`config.mk`:
```
export PLATFORM = sky130hd
export DESIGN_NAME = indexed_list_insert_remove
export DESIGN_NICKNAME = d
export VERILOG_FILES = /design/src/hdl/ilir_pkg.sv /design/src/hdl/ilir_mem.sv /design/src/hdl/ilir_ctrl.sv /design/src/hdl/indexed_list_insert_remove.sv
export SDC_FILE = /design/constraint.sdc
export NUM_CORES = 1
export LEC_CHECK = 0
export BUFFER_PORTS_ARGS = -buffer_cell sky130_fd_sc_hd__buf_4
export CAP_MARGIN = 0
export CORE_AREA = 2 2 218 220
export DETAILED_ROUTE_END_ITERATION = 7
export DIE_AREA = 0 0 220 222
export PLACE_DENSITY = 0.74
export SYNTH_ARGS = -nofsm -noshare
export SYNTH_HDL_FRONTEND = slang
export SYNTH_HIERARCHICAL = 1
export SYNTH_SLANG_ARGS = --single-unit
```
`constraint.sdc`:
```
create_clock -name clk_i -period 4.64 [get_ports clk_i]
set_input_delay 0.464 -clock clk_i [delete_from_list [all_inputs] [get_ports clk_i]]
set_output_delay 0.464 -clock clk_i [all_outputs]
set_load 0.03 [all_outputs]
```
`src/hdl/ilir_pkg.sv`:
```
package ilir_pkg;

  localparam int CAPACITY  = 16;
  localparam int WORD_W    = 32;
  localparam int IN_IDX_W  = 5;
  localparam int OUT_CNT_W = 5;
  localparam int IDX_W     = (CAPACITY > 1) ? $clog2(CAPACITY) : 1;
  localparam int CNT_W     = $clog2(CAPACITY + 1);
  localparam int WIDE_W    = (CNT_W > IN_IDX_W) ? CNT_W : IN_IDX_W;

  typedef enum logic [2:0] {
    OP_INSERT     = 3'd0,
    OP_REMOVE     = 3'd1,
    OP_PUSH_BACK  = 3'd2,
    OP_POP_BACK   = 3'd3,
    OP_PUSH_FRONT = 3'd4,
    OP_POP_FRONT  = 3'd5
  } op_e;

  typedef enum logic [1:0] {
    ST_OK    = 2'd0,
    ST_FULL  = 2'd1,
    ST_EMPTY = 2'd2,
    ST_RANGE = 2'd3
  } status_e;

  typedef enum logic [2:0] {
    S_IDLE,
    S_INS_RD,
    S_INS_WR,
    S_REM_RD0,
    S_REM_GET,
    S_REM_RD,
    S_REM_WR,
    S_DONE
  } state_e;

  typedef struct packed {
    logic                     we;
    logic [IDX_W-1:0]         waddr;
    logic signed [WORD_W-1:0] wdata;
    logic [IDX_W-1:0]         raddr;
  } mem_req_t;

  typedef struct packed {
    logic signed [WORD_W-1:0] value;
    status_e                  status;
    logic [CNT_W-1:0]         count;
  } result_t;

endpackage

```
`src/hdl/ilir_mem.sv`:
```
module ilir_mem
  import ilir_pkg::*;
(
  input  logic                     clk_i,
  input  mem_req_t                 req_i,
  output logic signed [WORD_W-1:0] rdata_o
);

  logic signed [WORD_W-1:0] mem [CAPACITY];
  logic signed [WORD_W-1:0] rdata_q;

  always_ff @(posedge clk_i) begin
    if (req_i.we) begin
      mem[req_i.waddr] <= req_i.wdata;
    end
    rdata_q <= mem[req_i.raddr];
  end

  assign rdata_o = rdata_q;

endmodule

```
`src/hdl/ilir_ctrl.sv`:
```
module ilir_ctrl
  import ilir_pkg::*;
(
  input  logic                     clk_i,
  input  logic                     rst_ni,
  input  logic                     in_valid_i,
  output logic                     in_stall_o,
  input  logic [2:0]               op_i,
  input  logic [IN_IDX_W-1:0]      index_i,
  input  logic signed [WORD_W-1:0] value_in_i,
  output mem_req_t                 mem_req_o,
  input  logic signed [WORD_W-1:0] mem_rdata_i,
  output logic                     res_valid_o,
  input  logic                     res_ready_i,
  output result_t                  res_o
);

  state_e                   state_q, state_d;
  logic [CNT_W-1:0]         cnt_q, cnt_d;
  logic [CNT_W-1:0]         ptr_q, ptr_d;
  logic [CNT_W-1:0]         pos_q, pos_d;
  logic signed [WORD_W-1:0] val_q, val_d;
  logic signed [WORD_W-1:0] win_q, win_d;
  status_e                  st_q, st_d;

  logic [WIDE_W-1:0] pos_w;
  logic [WIDE_W-1:0] cnt_w;
  logic              is_ins;
  logic              is_rem;
  logic [CNT_W-1:0]  ptr_dec;
  logic [CNT_W-1:0]  ptr_inc;

  assign cnt_w   = WIDE_W'(cnt_q);
  assign ptr_dec = ptr_q - CNT_W'(1);
  assign ptr_inc = ptr_q + CNT_W'(1);

  always_comb begin
    pos_w  = '0;
    is_ins = 1'b0;
    is_rem = 1'b0;
    case (op_e'(op_i))
      OP_INSERT: begin
        pos_w  = WIDE_W'(index_i);
        is_ins = 1'b1;
      end
      OP_PUSH_BACK: begin
        pos_w  = cnt_w;
        is_ins = 1'b1;
      end
      OP_PUSH_FRONT: begin
        is_ins = 1'b1;
      end
      OP_REMOVE: begin
        pos_w  = WIDE_W'(index_i);
        is_rem = 1'b1;
      end
      OP_POP_BACK: begin
        pos_w  = cnt_w - WIDE_W'(1);
        is_rem = 1'b1;
      end
      OP_POP_FRONT: begin
        is_rem = 1'b1;
      end
      default: begin
      end
    endcase
  end

  always_comb begin
    state_d     = state_q;
    cnt_d       = cnt_q;
    ptr_d       = ptr_q;
    pos_d       = pos_q;
    val_d       = val_q;
    win_d       = win_q;
    st_d        = st_q;
    mem_req_o   = '0;
    res_valid_o = 1'b0;
    in_stall_o  = (state_q != S_IDLE);
    case (state_q)
      S_IDLE: begin
        if (in_valid_i) begin
          val_d   = '0;
          st_d    = ST_OK;
          win_d   = value_in_i;
          pos_d   = pos_w[CNT_W-1:0];
          ptr_d   = cnt_q;
          state_d = S_DONE;
          if (is_ins) begin
            if (cnt_q == CNT_W'(CAPACITY)) begin
              st_d = ST_FULL;
            end else if (pos_w > cnt_w) begin
              st_d = ST_RANGE;
            end else begin
              state_d = S_INS_RD;
            end
          end else if (is_rem) begin
            if (cnt_q == '0) begin
              st_d = ST_EMPTY;
            end else if (pos_w >= cnt_w) begin
              st_d = ST_RANGE;
            end else begin
              state_d = S_REM_RD0;
            end
          end
        end
      end
      S_INS_RD: begin
        if (ptr_q > pos_q) begin
          mem_req_o.raddr = ptr_dec[IDX_W-1:0];
          state_d         = S_INS_WR;
        end else begin
          mem_req_o.we    = 1'b1;
          mem_req_o.waddr = pos_q[IDX_W-1:0];
          mem_req_o.wdata = win_q;
          cnt_d           = cnt_q + CNT_W'(1);
          state_d         = S_DONE;
        end
      end
      S_INS_WR: begin
        mem_req_o.we    = 1'b1;
        mem_req_o.waddr = ptr_q[IDX_W-1:0];
        mem_req_o.wdata = mem_rdata_i;
        ptr_d           = ptr_dec;
        state_d         = S_INS_RD;
      end
      S_REM_RD0: begin
        mem_req_o.raddr = pos_q[IDX_W-1:0];
        state_d         = S_REM_GET;
      end
      S_REM_GET: begin
        val_d   = mem_rdata_i;
        ptr_d   = pos_q;
        state_d = S_REM_RD;
      end
      S_REM_RD: begin
        if (ptr_inc < cnt_q) begin
          mem_req_o.raddr = ptr_inc[IDX_W-1:0];
          state_d         = S_REM_WR;
        end else begin
          cnt_d   = cnt_q - CNT_W'(1);
          state_d = S_DONE;
        end
      end
      S_REM_WR: begin
        mem_req_o.we    = 1'b1;
        mem_req_o.waddr = ptr_q[IDX_W-1:0];
        mem_req_o.wdata = mem_rdata_i;
        ptr_d           = ptr_inc;
        state_d         = S_REM_RD;
      end
      S_DONE: begin
        res_valid_o = 1'b1;
        if (res_ready_i) begin
          state_d = S_IDLE;
        end
      end
      default: begin
        state_d = S_IDLE;
      end
    endcase
  end

  always_ff @(posedge clk_i or negedge rst_ni) begin
    if (!rst_ni) begin
      state_q <= S_IDLE;
      cnt_q   <= '0;
    end else begin
      state_q <= state_d;
      cnt_q   <= cnt_d;
    end
  end

  always_ff @(posedge clk_i) begin
    ptr_q <= ptr_d;
    pos_q <= pos_d;
    val_q <= val_d;
    win_q <= win_d;
    st_q  <= st_d;
  end

  assign res_o.value  = val_q;
  assign res_o.status = st_q;
  assign res_o.count  = cnt_q;

endmodule

```
`src/hdl/indexed_list_insert_remove.sv`:
```
// Indexed list of signed 32-bit words, capacity CAPACITY (16) entries.
// Input channel: in_valid_i / in_stall_o carry op_i, index_i, value_in_i.
// Output channel: out_valid_o / out_stall_i carry value_out_o, status_o and
// count_out_o, one word per input word.
// Ops: insert at index, remove at index, push/pop back, push/pop front.
// Full, empty and out-of-range requests are refused, list left untouched.
// Entries are held in a single-port-write, registered-read RAM; a sequencer
// moves entries through it one at a time, a read then a write per entry.
// Steps from acceptance to out_valid_o (k = entries moved):
//   insert/push: shift k = count - position entries up, then write the word
//   remove/pop:  read the word, then shift k = count - position - 1 down
//   refused or undefined op: result set up directly, no RAM access
// in_stall_o is high from acceptance until the result leaves the sequencer
// for the output register, so the next word can enter in the cycle after that.
// A stalled result holds in the output register; a finished result behind
// it waits in the sequencer.
// Reset empties the list; entries are not cleared and need no clearing pass.
module indexed_list_insert_remove
  import ilir_pkg::*;
(
  input  logic                     clk_i,
  input  logic                     rst_ni,
  input  logic                     in_valid_i,
  output logic                     in_stall_o,
  input  logic [2:0]               op_i,
  input  logic [IN_IDX_W-1:0]      index_i,
  input  logic signed [WORD_W-1:0] value_in_i,
  output logic                     out_valid_o,
  input  logic                     out_stall_i,
  output logic signed [WORD_W-1:0] value_out_o,
  output logic [1:0]               status_o,
  output logic [OUT_CNT_W-1:0]     count_out_o
);

  mem_req_t                 mem_req;
  logic signed [WORD_W-1:0] mem_rdata;
  logic                     res_valid;
  logic                     res_ready;
  result_t                  res;

  logic                     out_valid_q;
  logic signed [WORD_W-1:0] out_value_q;
  logic [1:0]               out_status_q;
  logic [OUT_CNT_W-1:0]     out_count_q;
  logic [WIDE_W-1:0]        res_cnt_w;

  ilir_ctrl u_ctrl (
    .clk_i       (clk_i),
    .rst_ni      (rst_ni),
    .in_valid_i  (in_valid_i),
    .in_stall_o  (in_stall_o),
    .op_i        (op_i),
    .index_i     (index_i),
    .value_in_i  (value_in_i),
    .mem_req_o   (mem_req),
    .mem_rdata_i (mem_rdata),
    .res_valid_o (res_valid),
    .res_ready_i (res_ready),
    .res_o       (res)
  );

  ilir_mem u_mem (
    .clk_i   (clk_i),
    .req_i   (mem_req),
    .rdata_o (mem_rdata)
  );

  assign res_ready = !out_valid_q || !out_stall_i;
  assign res_cnt_w = WIDE_W'(res.count);

  always_ff @(posedge clk_i or negedge rst_ni) begin
    if (!rst_ni) begin
      out_valid_q <= 1'b0;
    end else if (res_ready) begin
      out_valid_q <= res_valid;
    end
  end

  always_ff @(posedge clk_i) begin
    if (res_ready && res_valid) begin
      out_value_q  <= res.value;
      out_status_q <= res.status;
      out_count_q  <= res_cnt_w[OUT_CNT_W-1:0];
    end
  end

  assign out_valid_o = out_valid_q;
  assign value_out_o = out_value_q;
  assign status_o    = out_status_q;
  assign count_out_o = out_count_q;

  a_busy_after_accept: assert property (@(posedge clk_i) disable iff (!rst_ni)
    in_valid_i && !in_stall_o |=> in_stall_o)
    else $error("sequencer ready right after accepting a word");

  a_refused_zero: assert property (@(posedge clk_i) disable iff (!rst_ni)
    out_valid_o && (status_o != ST_OK) |-> value_out_o == '0)
    else $error("refused request returned a non-zero word");

  a_empty_count: assert property (@(posedge clk_i) disable iff (!rst_ni)
    out_valid_o && (status_o == ST_EMPTY) |-> count_out_o == '0)
    else $error("empty status with non-zero count");

endmodule
```
==> run metrics, run 1 <==
TritonCTS clock tree built; number of synthesized flops with an enable pin 627; Max Slew Vio Count 0; CTS H-tree lvls 3; RSZ-0062 raised after global routing no; final WL 55.86 mm; post-layout min period 4114 ps; Pwr Total 20.13 mW; Cells after Synth 1236; die height 222 µm; Die W 220 µm; register area share after synthesis 0.7777; DR pass1 iterations 5; dpl cells 1910; Max clock buf depth 3; post-CTS sizing 0; Yosys top cell area share 0.7436; WP data arrival 4590 ps; DRC violations left 0; register area 0.01969 mm²; worst min path class in -> reg; Tcrit/Tclk final 0.8865; Worst setup SP type flop; R2R setup slack 530 ps; Die ar. 0.04884 mm²; DR iter-0 viols 1527; Skew-Pair Late Insertion Delay 590 ps; largest net degree at the start of global routing 41; Initial Utilization 0.5474; Logic pwr share 0.317; crit-path max FO 26; Worst Setup End Kind flop; routability cong. 0.8584; LEAKAGE 9.676 nW; max cap viols 0; GRT Util Overall 0.2350; Port Buffers 84; GRT overflow 0; Clk network pwr share 0.264; Clock Sinks 668; Area contributors post-synth edfxtp_1 (74%), mux4_2 (11%), dfxtp_1 (2.5%); IO Count 85; DP HPWL 29.32 mm; switching part of the total 0.3116; Post-synth ARST share 0.01347; Non-Filler Instances 2033; Power Dens Cells 686.0 mW/mm²; worst clock skew 11.21 ps; Crit Path Class reg -> reg; area occupied by multi-input gates 0.005463 mm²; Synth area leader edfxtp_1; warnings from Yosys 6; Area Growth Syn to Fin 15.88%; layout cells sized above 1 0.2744; vias in the first global route 12930; Antenna Nets Post-Route 0; Pint 13.86 mW; initial antenna violation count 2; Peak VDD IR 0.4017 mV; status finished clean; number of synthesized register bits 668; setup violators final 0; Hold Fails Final Rpt 0; first-pass GRT wire length 82.71 mm; Fillers 3061; max_slew headroom 0.1979; post-synth net total 1299; row count 79; via count 12740; root buffer cell clkbuf_16; slew of the pin with the lowest slew margin 1191 ps; Clock transition at path regs 60 ps; Sum Neg Setup Slack 0 ps; post-layout util 0.6343; DR WL/cell 27.48 µm; layout net count 1437; Net Switching 6.272 mW; Post-Syn Area per Cell 20.49 µm²; Via density 6.265; fmax 243.1 MHz; core area 0.04626 mm²; sequential share of power 0.420; mapped cell area 0.02532 mm²; Synth cell types 53; Top FF cell, synth edfxtp_1; Worst Path Required 5110 ps; cts bufs inserted 68
==> Yosys cell counts, types with 5 or more instances <==
cell	instances
a21oi_1	8
a22o_1	34
a22oi_1	70
and2_1	34
buf_1	11
buf_2	13
buf_4	9
clkbuf_1	29
dfrtp_1	9
dfxtp_1	32
edfxtp_1	627
ha_1	19
inv_1	14
mux4_2	128
nand2_1	57
nand3_1	10
nor2_1	37
nor2b_1	5
nor3_1	9
o21ai_0	15
xnor2_1	11
==> final cells by class <==
| type | instances | share of cell area |
|---|---|---|
| sequential | 668 | 0.6712 |
| inverter | 14 | 0.001791 |
| antenna | 1 | 0.00008528 |
| tap | 607 | 0.02588 |
| timing repair buffer | 132 | 0.04111 |
| clock buffer | 85 | 0.06336 |
| clock inverter | 36 | 0.01045 |
| multi-input combinational | 490 | 0.1862 |
==> repair_timing <==
item	CTS	global route
hold endpoints to repair	9	0
endpoints found under the setup margin	0	0
buffers inserted	0	0
hold buffers	1	0
==> through the flow <==
step | cell area [µm²] | setup slack [ps] | hold WS, ps
finish | 29340 | 526.5 | 45.21
global route | 29340 | 230.0 | 18.93
CTS | 29340 | 518.5 | 12.16
detailed placement | 27160 | 591.5 | 303.1
global placement | 27160 | 700.0 | 301.8
floorplan | 25330 | 57.00 | 168.4
==> path summary, 6_finish.rpt <==
path	from	to	cells after the start
worst min-delay path	value_in_i[18]	u_ctrl/win_q[18]	1
worst max register to register	u_ctrl/ptr_q[0]	u_mem/rdata_o[17]	13
worst min register to register	u_ctrl/val_q[12]	value_out_o[12]	0
worst max-delay path	u_ctrl/ptr_q[0]	u_mem/rdata_o[17]	13
max in group asynchronous	rst_ni	u_ctrl/cnt_q[2]	2
min in group asynchronous	rst_ni	u_ctrl/cnt_q[1]	2
==> flip-flops by register name, indices dropped and copies added, names as in the netlist <==
| signal | flops |
|---|---|
| count_out_o | 5 |
| value_out_o | 32 |
| status_o | 2 |
| u_ctrl/pos_q | 5 |
| out_valid_o | 1 |
| u_ctrl/st_q | 2 |
| u_mem/mem | 512 |
| u_ctrl/cnt_q | 5 |
| u_ctrl/val_q | 32 |
| u_mem/rdata_o | 32 |
| u_ctrl/state_q | 3 |
| u_ctrl/ptr_q | 5 |
| u_ctrl/win_q | 32 |
==> placed cells by master (no fill, tap or decap), types with 5 or more instances in the layout <==
cell,instances
mux4_2,128
ha_1,19
nor2_4,15
o21ai_0,15
inv_1,14
buf_12,17
dfxtp_1,32
clkinv_2,14
nor3_1,5
dfrtp_1,9
a21oi_1,8
and2_1,33
clkbuf_1,11
edfxtp_1,627
nand3_1,10
bufinv_16,5
clkbuf_16,71
a22o_1,34
buf_4,114
xnor2_1,11
a22oi_1,70
nand2_1,56
clkinv_1,12
nor2_1,23
==> cell families (layout without fill, tap and decap cells) <==
group / after synthesis / in the layout / share of synthesized area
xor+xnor: 15 / 15 / 0.005188
buf+inv: 78 / 267 / 0.01388
compound gates: 157 / 157 / 0.04704
flops: 668 / 668 / 0.7777
simple gates: 168 / 168 / 0.03172
fa+ha+maj: 19 / 19 / 0.009388
other cells: 0 / 1 / 0
mux: 131 / 131 / 0.1150
==> power groups by stage <==
stage | Sequential, mW | Clock (mW) | Combinational [mW]
floorplan | 8.55 | 0 | 4.26
global placement | 8.53 | 0 | 6.20
detailed placement | 8.56 | 0 | 6.34
CTS | 8.45 | 5.40 | 6.38
global route | 8.52 | 5.61 | 6.89
finish | 8.45 | 5.31 | 6.38
==> per-layer routing <==
metal,vias up,global-route usage,wire [µm],part of all wire
met5,-,0,0,0
met4,0,0.07621,1530,0.027
met3,113,0.04540,4688,0.084
met2,622,0.3700,27030,0.48
met1,6650,0.3352,22610,0.40
li1,5352,-,-,-
==> worst max-delay path, cell delays in order, from the launching register on <==
cell	delay (ps)
edfxtp_1	440
inv_1	130
ha_1	370
ha_1	290
a21boi_0	130
o211ai_1	190
a21oi_1	120
nor3_1	410
o21ai_0	270
nand2_4	470
buf_12	290
mux4_2	530
a22oi_1	220
nand2_1	80
Power figures use the tool's default switching activity.
==> run 2: changes to the inputs <==
--- a/config.mk
+++ b/config.mk
@@ -6,11 +6,12 @@
 export NUM_CORES = 1
 export LEC_CHECK = 0
 export BUFFER_PORTS_ARGS = -buffer_cell sky130_fd_sc_hd__buf_4
-export CAP_MARGIN = 0
+export CAP_MARGIN = 30
 export CORE_AREA = 2 2 218 220
 export DETAILED_ROUTE_END_ITERATION = 7
 export DIE_AREA = 0 0 220 222
 export PLACE_DENSITY = 0.74
+export RECOVER_POWER = 25
 export SYNTH_ARGS = -nofsm -noshare
 export SYNTH_HDL_FRONTEND = slang
 export SYNTH_HIERARCHICAL = 1
==> run 2 against run 1 <==
  * The run now ends with max-capacitance violations, max-slew violations left
  * Final area decreased by 0.52%
  * Maximum frequency shrank 0.84%
  * Flip-flop and latch count is the same
  * Via count barely moved
  * Critical endpoint unchanged
  * Setup slack got worse by 35 ps
  * Sequential share of layout area is 0.35 points higher
  * Critical path type unchanged
  * Sequential power is essentially flat
==> run metrics, run 2 (synthesized netlist as in run 1, its figures left out) <==
worst min path class in -> reg; Skew-Pair Late Insertion Delay 610 ps; Crit Path Class reg -> reg; Worst Path Required 5110 ps; initial antenna violation count 1; LEAKAGE 9.489 nW; first-pass GRT wire length 82.52 mm; slew of the pin with the lowest slew margin 2851 ps; # diodes 0; Logic pwr share 0.314; GRT overflow 0; Clock Sinks 668; Hold Buf Count CTS 1; max_slew headroom -0.9007; Hold Fails Final Rpt 0; Final Cell Area 0.02919 mm²; layout net count 1440; sink of the worst hold path u_ctrl/win_q[28]; Max Slew Vio Count 120; Sum Neg Setup Slack 0 ps; DR WL/cell 27.48 µm; layout cells sized above 1 0.2416; Worst setup SP type flop; Initial Utilization 0.5474; Post-DP Area 0.02722 mm²; root buffer cell clkbuf_16; DR iter-0 viols 1483; post-layout util 0.6310; TritonCTS clock tree built; Hold Path Origin value_in_i[28]; Power Dens Cells 688.4 mW/mm²; DP HPWL 29.56 mm; routability cong. 0.8584; DRC violations left 0; Die ar. 0.04884 mm²; GRT Util Overall 0.2344; via count 12730; crit-path max FO 26; area occupied by multi-input gates 0.005434 mm²; Clk network pwr share 0.266; Die W 220 µm; status complete, but fails checks; Worst Setup End Kind flop; CTS H-tree lvls 3; failing checks max-capacitance violations, max-slew violations; setup violators final 0; Max clock buf depth 3; register area 0.01969 mm²; row count 79; final WL 56.04 mm; die height 222 µm; vias in the first global route 12890; Area Growth Syn to Fin 15.28%; hold depth 1; most frequent cells in the layout edfxtp_1 (627), mux4_2 (128), a22oi_1 (71); worst clock skew 20.47 ps; Pint 13.76 mW; DR pass1 iterations 8; switching part of the total 0.3150; Net Switching 6.331 mW; sequential share of power 0.420; post-layout min period 4148 ps; WP data arrival 4620 ps; Via density 6.242; max cap viols 4; Fillers 3133; Antenna Nets Post-Route 0; commonest non-fill, non-tap cell in the layout edfxtp_1; Tcrit/Tclk final 0.8940; R2R setup slack 490 ps; Peak VDD IR 0.4336 mV; Reg-to-Reg Start u_ctrl/ptr_q[0]; core area 0.04626 mm²; r2r endpoint u_mem/rdata_o[17]; post-CTS sizing 0; max FFs per register 512; Port Buffers 84; Clock transition at path regs 60 ps; IO Count 85; cts bufs inserted 67; Setup Buffers After CTS 0; Largest Register u_mem/mem; RSZ-0062 raised after global routing no; R2R cell count 13; fmax 241.1 MHz; largest net degree at the start of global routing 41
-- run 2: cell types whose count changed in the layout (fill, tap and decap cells not counted), sizes merged --
cell / previous run / this run
clkbuf: 85 / 169
buf: 131 / 55
clkinv: 28 / 23
inv: 15 / 17
clkinvlp: 2 / 4
diode: 1 / 0
-- run 2: how the worst max path moves through the flow --
stage / slack, ps / endpoint / start
final: 490 / u_mem/rdata_o[17] / u_ctrl/ptr_q[0]
after global routing: 230 / u_mem/rdata_o[12] / u_ctrl/ptr_q[2]
after CTS: 530 / u_mem/rdata_o[17] / u_ctrl/ptr_q[0]
after detailed placement: 560 / u_mem/rdata_o[17] / u_ctrl/ptr_q[0]
after global placement: 700 / u_mem/rdata_o[16] / u_ctrl/ptr_q[0]
after floorplan: 60 / u_mem/mem[4][0] / u_ctrl/ptr_q[4]
-- run 2: critical path, cell delays in order (launching register included) --
cell      delay, ps
edfxtp_1        460
inv_1           130
ha_1            380
ha_1            300
a21boi_0        130
o211ai_1        190
a21oi_1         120
nor3_1          390
o21ai_0         270
nand2_4         460
buf_12          290
mux4_2          520
a22oi_1         250
nand2_1          80
-- run 2: layer usage --
layer	global-route usage	wire (µm)	vias to the layer above
met5	0.01111	70	-
met4	0.07253	1309	2
met3	0.04595	4582	104
met2	0.3766	27590	612
met1	0.3270	22480	6653
li1	-	-	5356
-- run 2: metrics by stage --
step,setup slack (ps),hold slack (ps),std cells,total power [mW]
after floorplan,57.00,168.4,1236,12.81
after global placement,700.0,301.8,1910,14.73
after detailed placement,564.5,304.9,1914,14.94
after CTS,531.8,9.909,2039,20.34
after global routing,230.3,42.22,2039,20.97
final,491.7,54.91,2039,20.10
-- run 2: layout make-up --
class / count / area share
Clock inverter: 35 / 0.01157
Tap cell: 607 / 0.02602
Sequential cell: 668 / 0.6746
Clock buffer: 89 / 0.06378
Inverter: 14 / 0.001800
Multi-Input combinational cell: 490 / 0.1861
Timing Repair Buffer: 136 / 0.03605
-- run 2: power groups by stage --
stage	Clock (mW)	Combinational, mW	Sequential, mW
2_1_floorplan	0	4.26	8.55
5_1_grt	5.66	6.79	8.52
4_1_cts	5.42	6.47	8.44
6_report	5.34	6.31	8.45
3_5_place_dp	0	6.39	8.55
3_3_place_gp	0	6.20	8.53
==> run 3: changes to the inputs <==
--- a/config.mk
+++ b/config.mk
@@ -7,12 +7,11 @@
 export LEC_CHECK = 0
 export BUFFER_PORTS_ARGS = -buffer_cell sky130_fd_sc_hd__buf_4
 export CAP_MARGIN = 30
-export CORE_AREA = 2 2 218 220
+export CORE_AREA = 2 2 220 222
 export DETAILED_ROUTE_END_ITERATION = 7
-export DIE_AREA = 0 0 220 222
-export PLACE_DENSITY = 0.74
+export DIE_AREA = 0 0 222 224
+export PLACE_DENSITY = 0.75
 export RECOVER_POWER = 25
 export SYNTH_ARGS = -nofsm -noshare
 export SYNTH_HDL_FRONTEND = slang
-export SYNTH_HIERARCHICAL = 1
 export SYNTH_SLANG_ARGS = --single-unit
==> run 3 against run 2 <==
  * First-iteration DRC count increased by 36%
  * Via count grew 29%
  * Largest cell class unchanged
  * Maximum frequency is 1.9% lower
  * Final cell count up 35%
  * Setup slack got worse by 81 ps
  * The flow still finishes with violations (max-capacitance violations, max-slew violations)
==> run metrics, run 3 <==
fin worst setup slack 411.0 ps; post-layout min period 4229 ps; Skew-Pair Late Insertion Delay 600 ps; Top FF cell, synth edfxtp_1; Compound-Gate Fraction of Synth Area 0.06202; Post-synth ARST share 0.01347; Synth cell types 59; Yosys top cell area share 0.7206; Area contributors post-synth edfxtp_1 (72%), nand2_1 (10%), nand3_1 (2.6%); Die ar. 0.04973 mm²; initial antenna violation count 0; DR iter-0 viols 2014; status complete, but fails checks; Area Growth Syn to Fin 14.26%; worst clock skew 20.93 ps; GRT Max-Usage Layer met2; Synth Area in Adders 0.009099; DR WL/cell 22.50 µm; vias in the first global route 16120; Clock Sinks 668; count leader, synth nand2_1; via count 16410; core area 0.04735 mm²; WP data arrival 4440 ps; Largest Register u_mem.mem; warnings from Yosys 0; Post-Synth XOR/XNOR Area 0.005363; Worst Setup End Kind flop; TritonCTS clock tree built; failing checks max-capacitance violations, max-slew violations; worst min path class in -> reg; grt met1 use 0.3373; Max clock buf depth 3; Synth Area in Simple Gates 0.1474; cts bufs inserted 68; final WL 62.13 mm; M3 GR Usage 0.04184; max incr delay on CP 1460 ps; LEAKAGE 10.97 nW; post-synth net total 2048; synth cell count leaders nand2_1 (696), edfxtp_1 (627), nand3_1 (137), a21oi_1 (50), clkbuf_1 (50); CP Depth 6; DR pass1 iterations 6; commonest non-fill, non-tap cell in the layout nand2_1; mapped cell area 0.02613 mm²; CP cell instances buf_4 > clkinv_1 > nor3_1 > clkbuf_1 > or2_2 > clkbuf_2; most frequent cells in the layout nand2_1 (696), edfxtp_1 (627), nand3_1 (137); Max Slew Vio Count 99; DP HPWL 36.62 mm; Crit Path Class reg -> reg; Initial Utilization 0.5518; number of synthesized flops with an enable pin 627; GRT overflow 0; Power Dens Cells 728.8 mW/mm²; WP buf/inv 4; RSZ-0062 raised after global routing no; setup violators final 0; IO Count 85; crit-path max FO 37; fmax 236.5 MHz; number of synthesized register bits 668; largest net degree at the start of global routing 84; Clock transition at path regs 60 ps; Worst setup SP type flop; layout cells sized above 1 0.1044; layout net count 2159; max FFs per register 512; Via density 5.942; Tcrit/Tclk final 0.9114; die height 224 µm; slowest cell on the critical path clkbuf_1; hold depth 1; Place WS 553.0 ps; max cap viols 3; GRT Util Overall 0.2533; GRT met2 Usage 0.4238; post-synthesis mux area share 0.001532; Antenna Nets Post-Route 0; Synth area leader edfxtp_1; Cells after Synth 1985; Hold Fails Final Rpt 0; DRC violations left 0; row count 80; first-pass GRT wire length 94.54 mm; R2R cell count 6; register area share after synthesis 0.7538; root buffer cell clkbuf_16; slew of the pin with the lowest slew margin 2825 ps; Port Buffers 84; Worst Path Required 4850 ps; max_slew headroom -0.8836; Sum Neg Setup Slack 0 ps; routability cong. 0.8542; Die W 222 µm; CP top delay family buffers and inverters; largest family of logic cells by synthesized area simple AND/OR/NAND/NOR gates; Post-Syn Area per Cell 13.16 µm²; Setup Buffers After CTS 0; Peak VDD IR 0.4754 mV; CTS H-tree lvls 3
==> run 3: cell count changes after synthesis, moves of 32 or more <==
cell,change
nand3_1,+127
a21oi_1,+42
a22oi_1,-64
nand2_1,+639
mux4_2,-128
a221oi_1,+32
==> run 3: logic make-up (layout without fill, tap and decap cells) <==
family / after synthesis / count (layout)
adder cells (fa/ha/maj): 19 / 19
buffers and inverters: 128 / 288
XOR/XNOR: 16 / 16
other: 0 / 1
flip-flops: 668 / 668
multiplexers: 4 / 4
AND/OR/NAND/NOR: 937 / 937
AO/OA/AOI/OAI: 213 / 213
==> run 3: area by class of cell <==
type / count / area, µm²
clock inverter: 34 / 275.3
inverter: 20 / 75.07
multi-input combinational: 1189 / 6097
timing repair buffer: 149 / 1154
sequential: 668 / 19690
antenna: 1 / 2.502
clock buffer: 85 / 1787
fill: 3430 / 17490
tap: 615 / 769.5
==> run 3: per-stage QoR <==
step / util / hold slack, ps / total power, mW / cells / cell area [µm²]
after floorplan: - / 168.4 / 13.85 / 1985 / 26130
after global placement: 0.5885 / 300.6 / 16.44 / 2634 / 27860
after detailed placement: 0.5909 / 299.6 / 16.79 / 2639 / 27980
after CTS: 0.6347 / 19.68 / 21.93 / 2759 / 30050
after global routing: 0.6305 / 48.17 / 22.93 / 2760 / 29850
final: 0.6306 / 66.72 / 21.76 / 2761 / 29850
==> run 3: path summary, 6_finish.rpt <==
check / startpoint / to / slack (ps)
setup / recovery: u_ctrl.state_q[2] / u_ctrl.val_q[15] / 410
hold / removal: value_in_i[31] / u_ctrl.win_q[31] / 70
setup reg to reg: u_ctrl.state_q[2] / u_ctrl.val_q[15] / 410
hold reg to reg: u_ctrl.val_q[30] / value_out_o[30] / 410
max in group asynchronous: rst_ni / u_ctrl.state_q[2] / 3900
min in group asynchronous: rst_ni / u_ctrl.cnt_q[0] / 370
==> run 3: where the power goes <==
group,internal (mW),switching (mW),total [mW]
registers,8.38,0.498,8.88
logic,2.37,5.41,7.78
clock network,2.95,2.15,5.10
==> run 3: timing repair <==
| action | 4_1_cts | 5_1_grt |
|---|---|---|
| resized for setup | 0 | 0 |
| hold buffers | 1 | 0 |
| endpoints found under the hold margin | 9 | 0 |
==> run 3: routing by layer <==
layer / wire [µm] / share of wire
met1: 25120 / 0.40
met2: 30280 / 0.49
met3: 4837 / 0.078
met4: 1899 / 0.031
met5: 0 / 0
